### config.mk
export PLATFORM = sky130hd
export DESIGN_NAME = remote_event_code_decoder
export DESIGN_NICKNAME = d
export VERILOG_FILES = /design/src/hdl/recd_pkg.sv /design/src/hdl/remote_event_code_decoder.sv
export SDC_FILE = /design/constraint.sdc
export NUM_CORES = 1
export LEC_CHECK = 0
export BUFFER_PORTS_ARGS = -buffer_cell sky130_fd_sc_hd__buf_4
export CAP_MARGIN = 25
export CORE_MARGIN = 2
export CORE_UTILIZATION = 35
export CTS_CLUSTER_DIAMETER = 30
export DETAILED_ROUTE_END_ITERATION = 8
export PLACE_DENSITY = 0.55
export SYNTH_ARGS = -nofsm -noshare
export SYNTH_HDL_FRONTEND = slang
export SYNTH_SLANG_ARGS = --single-unit
### constraint.sdc
create_clock -name aclk -period 4.15 [get_ports aclk]
set_input_delay 0.2075 -clock aclk [delete_from_list [all_inputs] [get_ports aclk]]
set_output_delay 0.2075 -clock aclk [all_outputs]
set_load 0.03 [all_outputs]
### src/hdl/recd_pkg.sv
// Shared types, constants and the direction grid for the remote event code decoder.
// No dependencies.
`timescale 1ns / 1ps
`default_nettype none

package recd_pkg;

    // Configuration port
    localparam int unsigned CFG_INDEX_W = 8;
    localparam int unsigned DATA_W      = 32;

    localparam logic [CFG_INDEX_W-1:0] CFG_REPEAT_BIT_MASK    = 8'd0;
    localparam logic [CFG_INDEX_W-1:0] CFG_PLAIN_REMOTE_USAGE = 8'd1;
    localparam logic [CFG_INDEX_W-1:0] CFG_DIAL_REMOTE_USAGE  = 8'd2;

    // Register reset values
    localparam logic [DATA_W-1:0] RESET_REPEAT_BIT_MASK    = 32'h0000_8000;
    localparam logic [DATA_W-1:0] RESET_PLAIN_REMOTE_USAGE = 32'h0001_0046;
    localparam logic [DATA_W-1:0] RESET_DIAL_REMOTE_USAGE  = 32'hFFA1_0003;

    // Special dial button values
    localparam logic [DATA_W-1:0] DIAL_TOUCH_VALUE   = 32'h0000_0040;
    localparam logic [DATA_W-1:0] DIAL_RELEASE_VALUE = 32'hFFFF_FFAA;
    localparam logic [DATA_W-1:0] DIAL_IGNORE_VALUE  = 32'hFFFF_FFFF;
    localparam logic [7:0]        DIAL_UNIQUE_BIT    = 8'h80;
    localparam logic [3:0]        GRID_MAX           = 4'd8;

    // Dial capture phase
    typedef enum logic [1:0] {
        PHASE_IDLE   = 2'd0,
        PHASE_X      = 2'd1,
        PHASE_Y      = 2'd2
    } dial_phase_t;

    // 9x9 direction grid, indexed by X and Y magnitude (both 0..8)
    function automatic logic [4:0] dir_grid(input logic [3:0] xm, input logic [3:0] ym);
        logic [4:0] row [0:8];
        case (xm)
            4'd0: row = '{5'h00,5'h15,5'h15,5'h16,5'h16,5'h16,5'h16,5'h17,5'h17};
            4'd1: row = '{5'h05,5'h0d,5'h11,5'h12,5'h12,5'h12,5'h16,5'h17,5'h17};
            4'd2: row = '{5'h05,5'h09,5'h0e,5'h12,5'h12,5'h12,5'h13,5'h13,5'h13};
            4'd3: row = '{5'h06,5'h0a,5'h0a,5'h0e,5'h0e,5'h12,5'h13,5'h13,5'h13};
            4'd4: row = '{5'h06,5'h0a,5'h0a,5'h0e,5'h0e,5'h0f,5'h13,5'h13,5'h13};
            4'd5: row = '{5'h06,5'h0a,5'h0a,5'h0a,5'h0f,5'h0f,5'h0f,5'h0f,5'h13};
            4'd6: row = '{5'h06,5'h06,5'h0b,5'h0b,5'h0b,5'h0f,5'h0f,5'h0f,5'h0f};
            4'd7: row = '{5'h07,5'h07,5'h0b,5'h0b,5'h0b,5'h0f,5'h0f,5'h0f,5'h0f};
            4'd8: row = '{5'h07,5'h07,5'h0b,5'h0b,5'h0b,5'h0b,5'h0f,5'h0f,5'h0f};
            default: row = '{default: 5'h00};
        endcase
        if (ym > GRID_MAX) begin
            return 5'h00;
        end
        return row[ym];
    endfunction

endpackage

`default_nettype wire

### src/hdl/remote_event_code_decoder.sv
// Remote event code decoder: turns HID (usage, value) requests into remote key codes.
// Each request passes through an input register and then a result register.
// Throughput: one request per cycle; a request stalls only while the result register
// holds an untaken result and m_ready is low.
// Reset: aresetn synchronous active low; clears valids, capture state, repeat state and
// last button, and loads the configuration registers with their defaults. Uses recd_pkg.
`timescale 1ns / 1ps
`default_nettype none

module remote_event_code_decoder
    import recd_pkg::*;
(
    input  wire logic                   aclk,
    input  wire logic                   aresetn,
    // configuration write port
    input  wire logic                   cfg_wen,
    input  wire logic [CFG_INDEX_W-1:0] cfg_index,
    input  wire logic [DATA_W-1:0]      cfg_wdata,
    // event requests
    input  wire logic                   s_valid,
    output logic                        s_ready,
    input  wire logic [DATA_W-1:0]      s_usage_code,
    input  wire logic [DATA_W-1:0]      s_event_value,
    // key code results
    output logic                        m_valid,
    input  wire logic                   m_ready,
    output logic [DATA_W-1:0]           m_prefix_code,
    output logic [DATA_W-1:0]           m_key_code,
    output logic                        m_is_repeat
);

    // Configuration registers
    logic [DATA_W-1:0] repeat_mask_reg;
    logic [DATA_W-1:0] plain_usage_reg;
    logic [DATA_W-1:0] dial_usage_reg;

    // Input register
    logic              in_valid_reg;
    logic [DATA_W-1:0] in_usage_reg;
    logic [DATA_W-1:0] in_value_reg;

    // Decoder state
    dial_phase_t       phase_reg, phase_next;
    logic [7:0]        saved_x_reg, saved_x_next;
    logic [DATA_W-1:0] last_button_reg, last_button_next;
    logic              repeat_reg, repeat_next;

    // Result register
    logic              out_valid_reg, out_valid_next;
    logic [DATA_W-1:0] out_prefix_reg, out_prefix_next;
    logic [DATA_W-1:0] out_key_reg, out_key_next;
    logic              out_repeat_reg, out_repeat_next;

    logic proc_fire;
    logic emit;
    logic [3:0] xm, ym;
    logic [7:0] dial_key;

    // Handshakes
    assign proc_fire = in_valid_reg && (!out_valid_reg || m_ready);
    assign s_ready   = !in_valid_reg || proc_fire;

    assign m_valid       = out_valid_reg;
    assign m_prefix_code = out_prefix_reg;
    assign m_key_code    = out_key_reg;
    assign m_is_repeat   = out_repeat_reg;

    // Configuration writes; unknown indexes are dropped
    always_ff @(posedge aclk) begin
        if (!aresetn) begin
            repeat_mask_reg <= RESET_REPEAT_BIT_MASK;
            plain_usage_reg <= RESET_PLAIN_REMOTE_USAGE;
            dial_usage_reg  <= RESET_DIAL_REMOTE_USAGE;
        end else if (cfg_wen) begin
            case (cfg_index)
                CFG_REPEAT_BIT_MASK:    repeat_mask_reg <= cfg_wdata;
                CFG_PLAIN_REMOTE_USAGE: plain_usage_reg <= cfg_wdata;
                CFG_DIAL_REMOTE_USAGE:  dial_usage_reg  <= cfg_wdata;
                default: ;
            endcase
        end
    end

    // Input register
    always_ff @(posedge aclk) begin
        if (!aresetn) begin
            in_valid_reg <= 1'b0;
        end else if (s_ready) begin
            in_valid_reg <= s_valid;
        end
    end

    always_ff @(posedge aclk) begin
        if (s_ready && s_valid) begin
            in_usage_reg <= s_usage_code;
            in_value_reg <= s_event_value;
        end
    end

    // Dial key assembly: grid code, X direction, Y direction and the unique bit
    assign xm = saved_x_reg[3:0];
    assign ym = in_value_reg[3:0];
    assign dial_key = {3'b000, dir_grid(xm, ym)}
                    | {1'b0, saved_x_reg[7:4], 3'b000}
                    | {2'b00, in_value_reg[7:4], 2'b00}
                    | DIAL_UNIQUE_BIT;

    // Event decode
    always_comb begin
        phase_next       = phase_reg;
        saved_x_next     = saved_x_reg;
        last_button_next = last_button_reg;
        repeat_next      = repeat_reg;
        emit             = 1'b0;
        out_prefix_next  = out_prefix_reg;
        out_key_next     = out_key_reg;
        out_repeat_next  = out_repeat_reg;

        if (proc_fire) begin
            if (in_usage_reg == plain_usage_reg) begin
                // plain remote wins over everything, even mid-capture
                repeat_next     = |(in_value_reg & repeat_mask_reg);
                emit            = 1'b1;
                out_prefix_next = in_usage_reg;
                out_key_next    = in_value_reg & ~repeat_mask_reg;
                out_repeat_next = repeat_next;
            end else begin
                case (phase_reg)
                    PHASE_Y: begin
                        saved_x_next = {4'h0, saved_x_reg[3:0]};
                        // out-of-range magnitude: no result, stay in Y capture
                        if (xm <= GRID_MAX && ym <= GRID_MAX) begin
                            phase_next      = PHASE_IDLE;
                            emit            = 1'b1;
                            out_prefix_next = dial_usage_reg;
                            out_key_next    = {24'h0, dial_key};
                            out_repeat_next = repeat_reg;
                        end
                    end
                    PHASE_X: begin
                        saved_x_next = in_value_reg[7:0];
                        phase_next   = PHASE_Y;
                    end
                    default: begin
                        if (in_usage_reg == dial_usage_reg) begin
                            if (in_value_reg == DIAL_RELEASE_VALUE) begin
                                repeat_next      = 1'b0;
                                last_button_next = '0;
                            end else if (in_value_reg != DIAL_IGNORE_VALUE) begin
                                if (last_button_reg == in_value_reg) begin
                                    repeat_next = 1'b1;
                                end
                                last_button_next = in_value_reg;
                                if (in_value_reg == DIAL_TOUCH_VALUE) begin
                                    phase_next = PHASE_X;
                                end else begin
                                    emit            = 1'b1;
                                    out_prefix_next = in_usage_reg;
                                    out_key_next    = in_value_reg;
                                    out_repeat_next = repeat_next;
                                end
                            end
                        end
                    end
                endcase
            end
        end

        // result register valid: new result loads, taken result drains
        out_valid_next = out_valid_reg && !m_ready;
        if (emit) begin
            out_valid_next = 1'b1;
        end
    end

    // State and result registers
    always_ff @(posedge aclk) begin
        if (!aresetn) begin
            phase_reg       <= PHASE_IDLE;
            saved_x_reg     <= '0;
            last_button_reg <= '0;
            repeat_reg      <= 1'b0;
            out_valid_reg   <= 1'b0;
        end else begin
            phase_reg       <= phase_next;
            saved_x_reg     <= saved_x_next;
            last_button_reg <= last_button_next;
            repeat_reg      <= repeat_next;
            out_valid_reg   <= out_valid_next;
        end
    end

    always_ff @(posedge aclk) begin
        out_prefix_reg <= out_prefix_next;
        out_key_reg    <= out_key_next;
        out_repeat_reg <= out_repeat_next;
    end

endmodule

`default_nettype wire
* After elaboration in Yosys (flattened, before gate mapping)
Memories as Yosys holds them, arrays and structs flattened. A register that Yosys moved wholly into a read port is not among the register bits. Index checks and enable logic that the tools add are counted.
Word-level totals: word-level logic and storage cells 129, memory bits (read-only) 688, memories kept 1, input bits 109, flip-flop bits (word level) 270
Memories:
- (name not given) | depth 16, bits a word 43, read ports 1, clocked after Yosys merged registers in 1, write ports 0, RTL line recd_pkg.sv:38 | case (xm)
Cells by class: reduce and logical (&&, ||, !) cells 30, eq/ne operators 17, muxes and demuxes 53, $lt $le $gt $ge 4, bitwise gates (word level) 9
Operator list (count):
- 32-bit two-way mux | 14
- 32-bit case mux with 2 select lines | 2
- 32-bit == test | 3
- 32-bit bitwise AND | 2
- 32-bit == test (second input constant) | 1
- 32-bit by 7-bit == test with 1-bit output (second input constant) | 1
- 32-bit != test (second input constant) | 1
- 32-bit inverter | 1
- 32-bit OR reduction | 1
- 1-bit two-way mux | 21
- 5-bit binary-select mux with 4-bit select | 1
- 5-bit two-way mux | 4
- 3-bit nonzero test | 6
- 8-bit case mux with 2 select lines | 1
- 7-bit AND reduction | 2
- 2-bit two-way mux | 5
- 8-bit by 1-bit == test with 1-bit output (second input constant) | 1
- 8-bit by 2-bit == test with 1-bit output (second input constant) | 1
- 4-bit less-or-equal comparator (second input constant) | 2
- 8-bit logical NOT | 1
- 4-bit two-way mux | 2
- 4-bit AND reduction | 2
- 5-bit by 7-bit OR with 7-bit output | 1
- 7-bit by 6-bit OR with 7-bit output | 1
- other kinds (21) | 36

* Longest topological paths before layout
Gate-level depths: netlist of the first run.
depth after elaboration 10, depth in mapped cells 11, gate-level depth less buffers 10

* Least setup slack after synthesis of the first run
Ideal clock, no wire load.
path kind register to register, from register in_usage_reg[24], to register out_repeat_reg, in the netlist m_is_repeat (enable), period minus slack after synthesis 3.545 ns, library setup time 0.429 ns, buffers on the path 1, data arrival time 3.115 ns, stages on the path, launching flop included 7, setup slack 0.605 ns, cells stage by stage edfxtp_1 > xor2_1 > nor4_2 > nand4_1 > nor2_4 > buf_2 > a22o_1
Between the ends: cells in the longest elaborated chain, start to end 3, elaborated cells on any way between the ends 9
RTL lines:
- start, declared | RTL line remote_event_code_decoder.sv:39 | logic [DATA_W-1:0] in_usage_reg;
- start signal, assigned | RTL line remote_event_code_decoder.sv:95 | in_usage_reg <= s_usage_code;
- 32-bit == test (on tied branches) | RTL line remote_event_code_decoder.sv:120, remote_event_code_decoder.sv:145
- 3-bit by 2-bit != test with 1-bit output (no line) (tied with other cells)
- 7-bit AND reduction (no line) (*)
- end signal, assigned | RTL line remote_event_code_decoder.sv:196 | out_repeat_reg <= out_repeat_next;
- end, declared | RTL line remote_event_code_decoder.sv:52 | logic out_repeat_reg, out_repeat_next;
Mark *: on every way between the ends. The rest lies on a longest branch, timed or not. A chain may end at the register's enable or synchronous reset.

* Final worst setup path of the first run
from register in_usage_reg[11], to register out_prefix_reg[16], in the netlist m_prefix_code[16] (enable)
Between the ends: cells in the longest elaborated chain, start to end 3, elaborated cells on any way between the ends 9
RTL lines:
- 32-bit == test (on tied branches) | RTL line remote_event_code_decoder.sv:120, remote_event_code_decoder.sv:145
- 3-bit by 2-bit != test with 1-bit output (no line) (tied with other cells)
- 7-bit AND reduction (no line) (*)
- end signal, assigned | RTL line remote_event_code_decoder.sv:194 | out_prefix_reg <= out_prefix_next;
- end, declared | RTL line remote_event_code_decoder.sv:50 | logic [DATA_W-1:0] out_prefix_reg, out_prefix_next;
Marks and branches as above.

==> impl_metrics.py, run 1 <==
metrics = {
    "global_route": {
        "use_met3_pct": 4.41,
        "met2_usage_pct": 33.9,
        "grt_start_max_net_pins": 91,
        "grt-busiest-layer": "met2",
        "grt_pass1_vias": 10100,
        "track_usage_pct": 21.1,
        "grt_use_met1_pct": 28.6,
        "overflow": 0,
        "grt_pass1_wl_um": 60800,
        "antenna_found_initial": 0,
    },
    "outcome": {
        "violations": "design-rule violations",
        "status": "finished with violations",
    },
    "layout": {
        "nFillCells": 3277,
        "nNetsFinal": 1690,
        "final_cell_mix": "331 x nand2_1, 193 x buf_4, 163 x dfxtp_1",
        "diodes": 0,
        "syn_to_final_growth_pct": 42.0,
        "finalCoreUtilization_pct": 50.5,
        "final_common_cell": "nand2_1",
        "drive_gt1_share_pct": 21.8,
    },
    "floorplanning": {
        "dieHeight_um": 194,
        "start_util_pct": 35.6,
        "fp.coreArea_mm2": 0.0357,
        "fp.dieArea_mm2": 0.0378,
        "rows": 69,
        "die_width_um": 194,
        "ios": 176,
    },
    "setup_path": {
        "rr_endpoint": "m_prefix_code[16]",
        "cp.depth": 7,
        "slowest_stage": "a22o_2",
        "endpoint_kind": "register",
        "crit_end": "m_prefix_code[16]",
        "cp-startpoint": "in_usage_reg[11]",
        "cpPeakStageDelay_ps": 540,
        "crit_buf_inv": 2,
        "cp_cell_sequence": "xor2_1 > nor4_2 > nand4_1 > nor2_4 > buf_4 > a22o_2 > buf_12",
        "worstSetupStartpointType": "register",
        "reg2reg_from": "in_usage_reg[11]",
        "arrival_ps": 3610,
        "crit_fanout": 43,
        "r2r_slack_ps": 780,
        "rr_worst_depth": 7,
        "crit_required_ps": 4390,
        "critPathTopFamily": "simple AND/OR/NAND/NOR gates",
        "path_class": "register to register",
    },
    "route": {
        "wl_per_cell_um": 19.3,
        "drt_iter0_markers": 848,
        "dr.pass1.iters": 7,
        "vias_per_cell": 4.97,
        "vias": 10400,
        "drtAntennaViolNets": 0,
        "routed_wl_um": 40500,
        "drc_errors": 11,
    },
    "synth": {
        "synth_flop_cell": "dfxtp_1",
        "netlist_instances": 1277,
        "ys_ff_latch": 292,
        "netlist_area_mm2": 0.0127,
        "synth_cell_types": 59,
        "async_flop_share_pct": 0,
        "synth_edf_count": 129,
        "synth_nets": 1394,
        "ys_warn_count": 0,
        "avgSynthCellArea_um2": 9.93,
        "ys_seq_area_share_pct": 56.3,
    },
    "job": {
        "maxCapViolations": 0,
    },
    "sta": {
        "rsz0062_at_grt": "false",
        "finalCritPeriodShare_pct": 81.1,
        "finClkSkew_ps": 33.8,
        "max_slew_margin_pct": 30.1,
        "finalSetupViolCount": 0,
        "max_freq_ghz": 0.297,
        "drv_slew": 0,
        "fin_ws_ps": 783,
        "hold_viol": 0,
        "worst_pin_slew_ps": 1050,
        "fin_crit_ps": 3370,
        "fin_setup_tns_ps": 0,
    },
    "placed_design": {
        "dp_slack_ps": 822,
        "portBuffers": 175,
        "hpwl_um": 27300,
        "place_congestion": 0.812,
    },
    "pwr": {
        "peakVddDrop_mv": 0.259,
        "p_seq_share_pct": 33.8,
        "switchingPower_w": 0.00213,
        "p_per_area_mw_per_mm2": 522,
        "intPower_w": 0.00727,
        "combPwrFrac_pct": 4.6,
        "sw_frac_of_total_pct": 22.6,
        "leakage_nw": 7.11,
        "total_power_w": 0.00939,
        "p_clk_share_pct": 61.5,
    },
    "clock_network": {
        "cts_tree": "yes",
        "cts_max_path_buffers": 3,
        "clock_latency_ps": 570,
        "root_buffer": "clkbuf_16",
        "cts_max_level": 3,
        "cts_sinks": 292,
        "cts.reportedPaths.clkPinSlew_ps": 50,
        "cts_made_buffers": 74,
        "cts_setup_buffers": 0,
    },
    "worst_hold_path": {
        "hold_path_class": "input pin to register",
        "hold_depth": 4,
        "hold_start": "m_ready",
    },
}
synth_stat cells, drive strengths merged, types with 2 or more instances:
master	count	area, um2
nor2b	2	12.5
or3	2	12.5
edfxtp	129	3870
nor4	21	196
nand3b	2	15.0
mux2i	49	507
a221oi	2	17.5
a21oi	105	548
nor3	8	40.0
nand2b	9	63.8
xor2	33	289
inv	18	67.6
nor2	63	244
a31oi	5	31.3
a22o	6	52.6
mux4	2	45.0
a22oi	13	97.6
o21ai	20	100
a21boi	3	33.8
a211oi	6	50.1
nand2	332	1250
dfxtp	163	3260
clkbuf	55	206
and4	4	40.0
and3	25	156
ha	8	100
nor4b	2	17.5
nand4	30	188
xnor2	64	561
mux2	2	22.5
nand3	30	155
o221ai	2	17.5
and2	35	219
buf	18	109
routing by layer:
layer / vias to the layer above / wire length (um)
met3: 58 / 2650
li1: 5011 / -
met5: - / 0
met4: 0 / 753
met2: 363 / 19000
met1: 4993 / 18000
worst min-delay path: stages:
cell and delay [ps]:
buf_4 90, nor2b_1 60, a21oi_1 140, nor2_1 40
layout make-up:
class                           instances  area, um2  area share (%)
Clock inverter                         52        596            3.31
Sequential cell                       292       7140            39.6
Clock buffer                           86       1960            10.9
Tap cell                              461        577            3.20
Timing Repair Buffer                  293       2490            13.8
Inverter                               18       68.8           0.382
Multi-Input combinational cell        894       5180            28.8
worst min-delay path by stage:
stage | endpoint | slack, ps
6_report | in_valid_reg | 30
5_1_grt | in_valid_reg | 30
4_1_cts | in_valid_reg | 2
3_5_place_dp | in_value_reg[9] | 390
3_3_place_gp | in_value_reg[17] | 390
2_1_floorplan | in_usage_reg[0] | 310
power by group through the flow:
stage                     clock, W  sequential, W  combinational [W]
final                      0.00578        0.00318           0.000433
after global routing       0.00603        0.00318           0.000466
after CTS                  0.00585        0.00318           0.000435
after detailed placement         0        0.00323           0.000359
after global placement           0        0.00323           0.000361
after floorplan                  0        0.00318           0.000194
stage by stage:
stage	cell area, um2	std cells	hold WS, ps
floorplan	12700	1277	306
global route	18000	2096	34.7
detailed placement	14500	1861	387
CTS	18000	2096	1.53
global placement	14500	1860	387
finish	18000	2096	30.6
logic make-up (layout without fill, tap and decap cells):
family / after synthesis / count (layout) / synth area share [%]
simple gates: 568 / 568 / 20.8
flops: 292 / 292 / 56.3
compound gates: 168 / 168 / 7.91
xor+xnor: 97 / 97 / 6.70
buf+inv: 91 / 449 / 3.02
mux: 53 / 53 / 4.53
fa+ha+maj: 8 / 8 / 0.790
what timing repair did:
item / 4_1_cts / 5_1_grt
gates resized for setup: 0 / 0
hold buffers: 97 / 0
hold endpoints to repair: 159 / 0
Note: power is estimated with default switching activity, not from simulation.
==> inputs of run 2 (changes only) <==
ABC_AREA = 1   (was default)
clock period = 3.1 ns   (was 4.15 ns; I/O delays follow)
==> impl_metrics.py, run 2 <==
metrics = {
    "route": {
        "dr.pass1.iters": 5,
        "vias_per_cell": 4.82,
        "routed_wl_um": 37500,
        "drt_iter0_markers": 628,
        "wl_per_cell_um": 16.8,
        "drtAntennaViolNets": 0,
        "vias": 10800,
        "drc_errors": 0,
    },
    "floorplanning": {
        "fp.dieArea_mm2": 0.0377,
        "rows": 69,
        "dieHeight_um": 194,
        "start_util_pct": 35.6,
        "die_width_um": 194,
        "ios": 176,
        "fp.coreArea_mm2": 0.0356,
    },
    "global_route": {
        "grt_start_max_net_pins": 89,
        "grt_pass1_wl_um": 59200,
        "overflow": 0,
        "antenna_found_initial": 0,
        "grt_pass1_vias": 11000,
        "track_usage_pct": 19.9,
    },
    "sta": {
        "finalCritPeriodShare_pct": 91.7,
        "drv_slew": 0,
        "max_freq_ghz": 0.352,
        "worst_pin_slew_ps": 870,
        "fin_crit_ps": 2840,
        "max_slew_margin_pct": 42.0,
        "finalSetupViolCount": 0,
        "rsz0062_at_grt": "false",
        "hold_viol": 0,
        "finClkSkew_ps": 22.2,
        "timing.hold.ws_ps": 168,
    },
    "placed_design": {
        "placed_cells": 2005,
        "hpwl_um": 25400,
        "portBuffers": 175,
        "place_congestion": 0.863,
    },
    "synth": {
        "synth_most_common_cell": "nand2_1",
        "ys_ff_latch": 292,
        "synth_commonest_cells": "269 x nand2_1, 178 x nor2_1, 163 x dfxtp_1, 129 x edfxtp_1, 128 x o21ai_0",
        "synth_nets": 1531,
        "synth_cell_types": 44,
        "synth_top_area_cell": "edfxtp_1",
        "synth_flop_cell": "dfxtp_1",
        "async_flop_share_pct": 0,
        "ys_warn_count": 0,
        "synth_edf_count": 129,
        "netlist_top_cells_area": "edfxtp_1 31%, dfxtp_1 26%, nand2_1 8.0%",
        "netlist_instances": 1414,
        "netlist_area_mm2": 0.0127,
        "avgSynthCellArea_um2": 8.96,
        "yosys.area.top_type_share_pct": 30.6,
        "ys_seq_area_share_pct": 56.4,
    },
    "pwr": {
        "intPower_w": 0.00972,
        "p_seq_share_pct": 33.6,
        "sw_frac_of_total_pct": 21.5,
        "combPwrFrac_pct": 4.3,
        "switchingPower_w": 0.00266,
        "p_per_area_mw_per_mm2": 687,
        "p_clk_share_pct": 62.2,
        "leakage_nw": 7.48,
        "peakVddDrop_mv": 0.660,
    },
    "setup_path": {
        "endpoint_kind": "register",
        "crit_fanout": 11,
        "arrival_ps": 3270,
        "worstSetupStartpointType": "register",
        "path_class": "register to register",
        "crit_required_ps": 3520,
        "rr_worst_depth": 15,
    },
    "clock_network": {
        "post_cts_resized": 0,
        "cts_setup_buffers": 0,
        "cts_made_buffers": 70,
        "cts_max_path_buffers": 3,
        "cts_max_level": 3,
        "cts.reportedPaths.clkPinSlew_ps": 40,
        "cts_tree": "yes",
        "clock_latency_ps": 570,
        "root_buffer": "clkbuf_16",
        "cts_sinks": 292,
    },
    "layout": {
        "final_cell_mix": "268 x nand2_1, 191 x buf_4, 177 x nor2_1",
        "drive_gt1_share_pct": 19.8,
        "diodes": 0,
        "nNetsFinal": 1833,
        "nFillCells": 3316,
        "syn_to_final_growth_pct": 42.4,
        "final_common_cell": "nand2_1",
        "final_cells": 2235,
    },
    "outcome": {
        "status": "completed",
    },
    "job": {
        "maxCapViolations": 0,
    },
    "worst_hold_path": {
        "hold_depth": 4,
        "hold_path_class": "input pin to register",
    },
}
run 2: through the flow:
stage	setup slack, ps	area, um2	power (W)	util [%]	TNS [ps]
detailed placement	249	14500	0.00465	40.8	0
CTS	224	18000	0.0125	50.7	0
global placement	360	14500	0.00465	40.8	0
floorplan	-316	12700	0.00442	-	-20530
finish	256	18000	0.0124	50.7	0
global route	5.17	18000	0.0128	50.7	0
run 2: critical path, stage by stage (launching register included):
cell and delay [ps]:
edfxtp_1 410, inv_1 90, nand2_1 60, nand2_1 50, nand2_1 50, nor2_1 140
nand2_1 90, nor2_1 250, nand2_2 210, nand3_2 180, a21oi_1 80, nor3_1 410
inv_1 140, ha_1 250, nand3_2 190, nand3_1 100
run 2: final timing paths:
check	startpoint	endpoint	slack [ps]
max	in_usage_reg[18]	register	260
min	cfg_index[0]	plain_usage_reg[5]	170
max reg2reg	in_usage_reg[18]	register	260
min reg2reg	saved_x_reg[6]	saved_x_reg[6]	460
run 2: cell families (layout without fill, tap and decap cells):
| logic type | after synthesis | after routing | synth area share [%] |
|---|---|---|---|
| AND/OR/NAND/NOR | 559 | 559 | 18.6 |
| flip-flops | 292 | 292 | 56.4 |
| AO/OA/AOI/OAI | 288 | 288 | 13.1 |
| buffers and inverters | 195 | 555 | 6.15 |
| XOR/XNOR | 72 | 72 | 4.98 |
| adder cells (fa/ha/maj) | 8 | 8 | 0.790 |
run 2: area by class of cell:
cell class | instances | area [um2] | share of cell area, %
multi-input combinational | 927 | 4780 | 26.5
timing repair buffer | 296 | 2530 | 14.1
tap | 461 | 577 | 3.20
sequential | 292 | 7140 | 39.6
inverter | 129 | 485 | 2.69
clock inverter | 42 | 586 | 3.25
clock buffer | 88 | 1930 | 10.7
run 2: layer usage:
layer	track usage [%]	up-vias	wire [um]
li1	-	5378	-
met1	25.1	5013	16500
met2	33.6	308	18000
met3	3.97	76	1880
met4	7.30	0	1040
met5	0	-	0
run 2: power groups by stage:
| stage | clock [W] | sequential [W] | combinational [W] |
|---|---|---|---|
| final | 0.00769 | 0.00415 | 0.000529 |
| after global routing | 0.00805 | 0.00416 | 0.000583 |
| after CTS | 0.00782 | 0.00415 | 0.000532 |
| after detailed placement | 0 | 0.00422 | 0.000427 |
| after global placement | 0 | 0.00422 | 0.000426 |
| after floorplan | 0 | 0.00420 | 0.000226 |
run 2: what timing repair did:
item,in CTS,in global routing
hold buffers,100,0
endpoints found under the hold margin,160,0
endpoints found under the setup margin,0,0
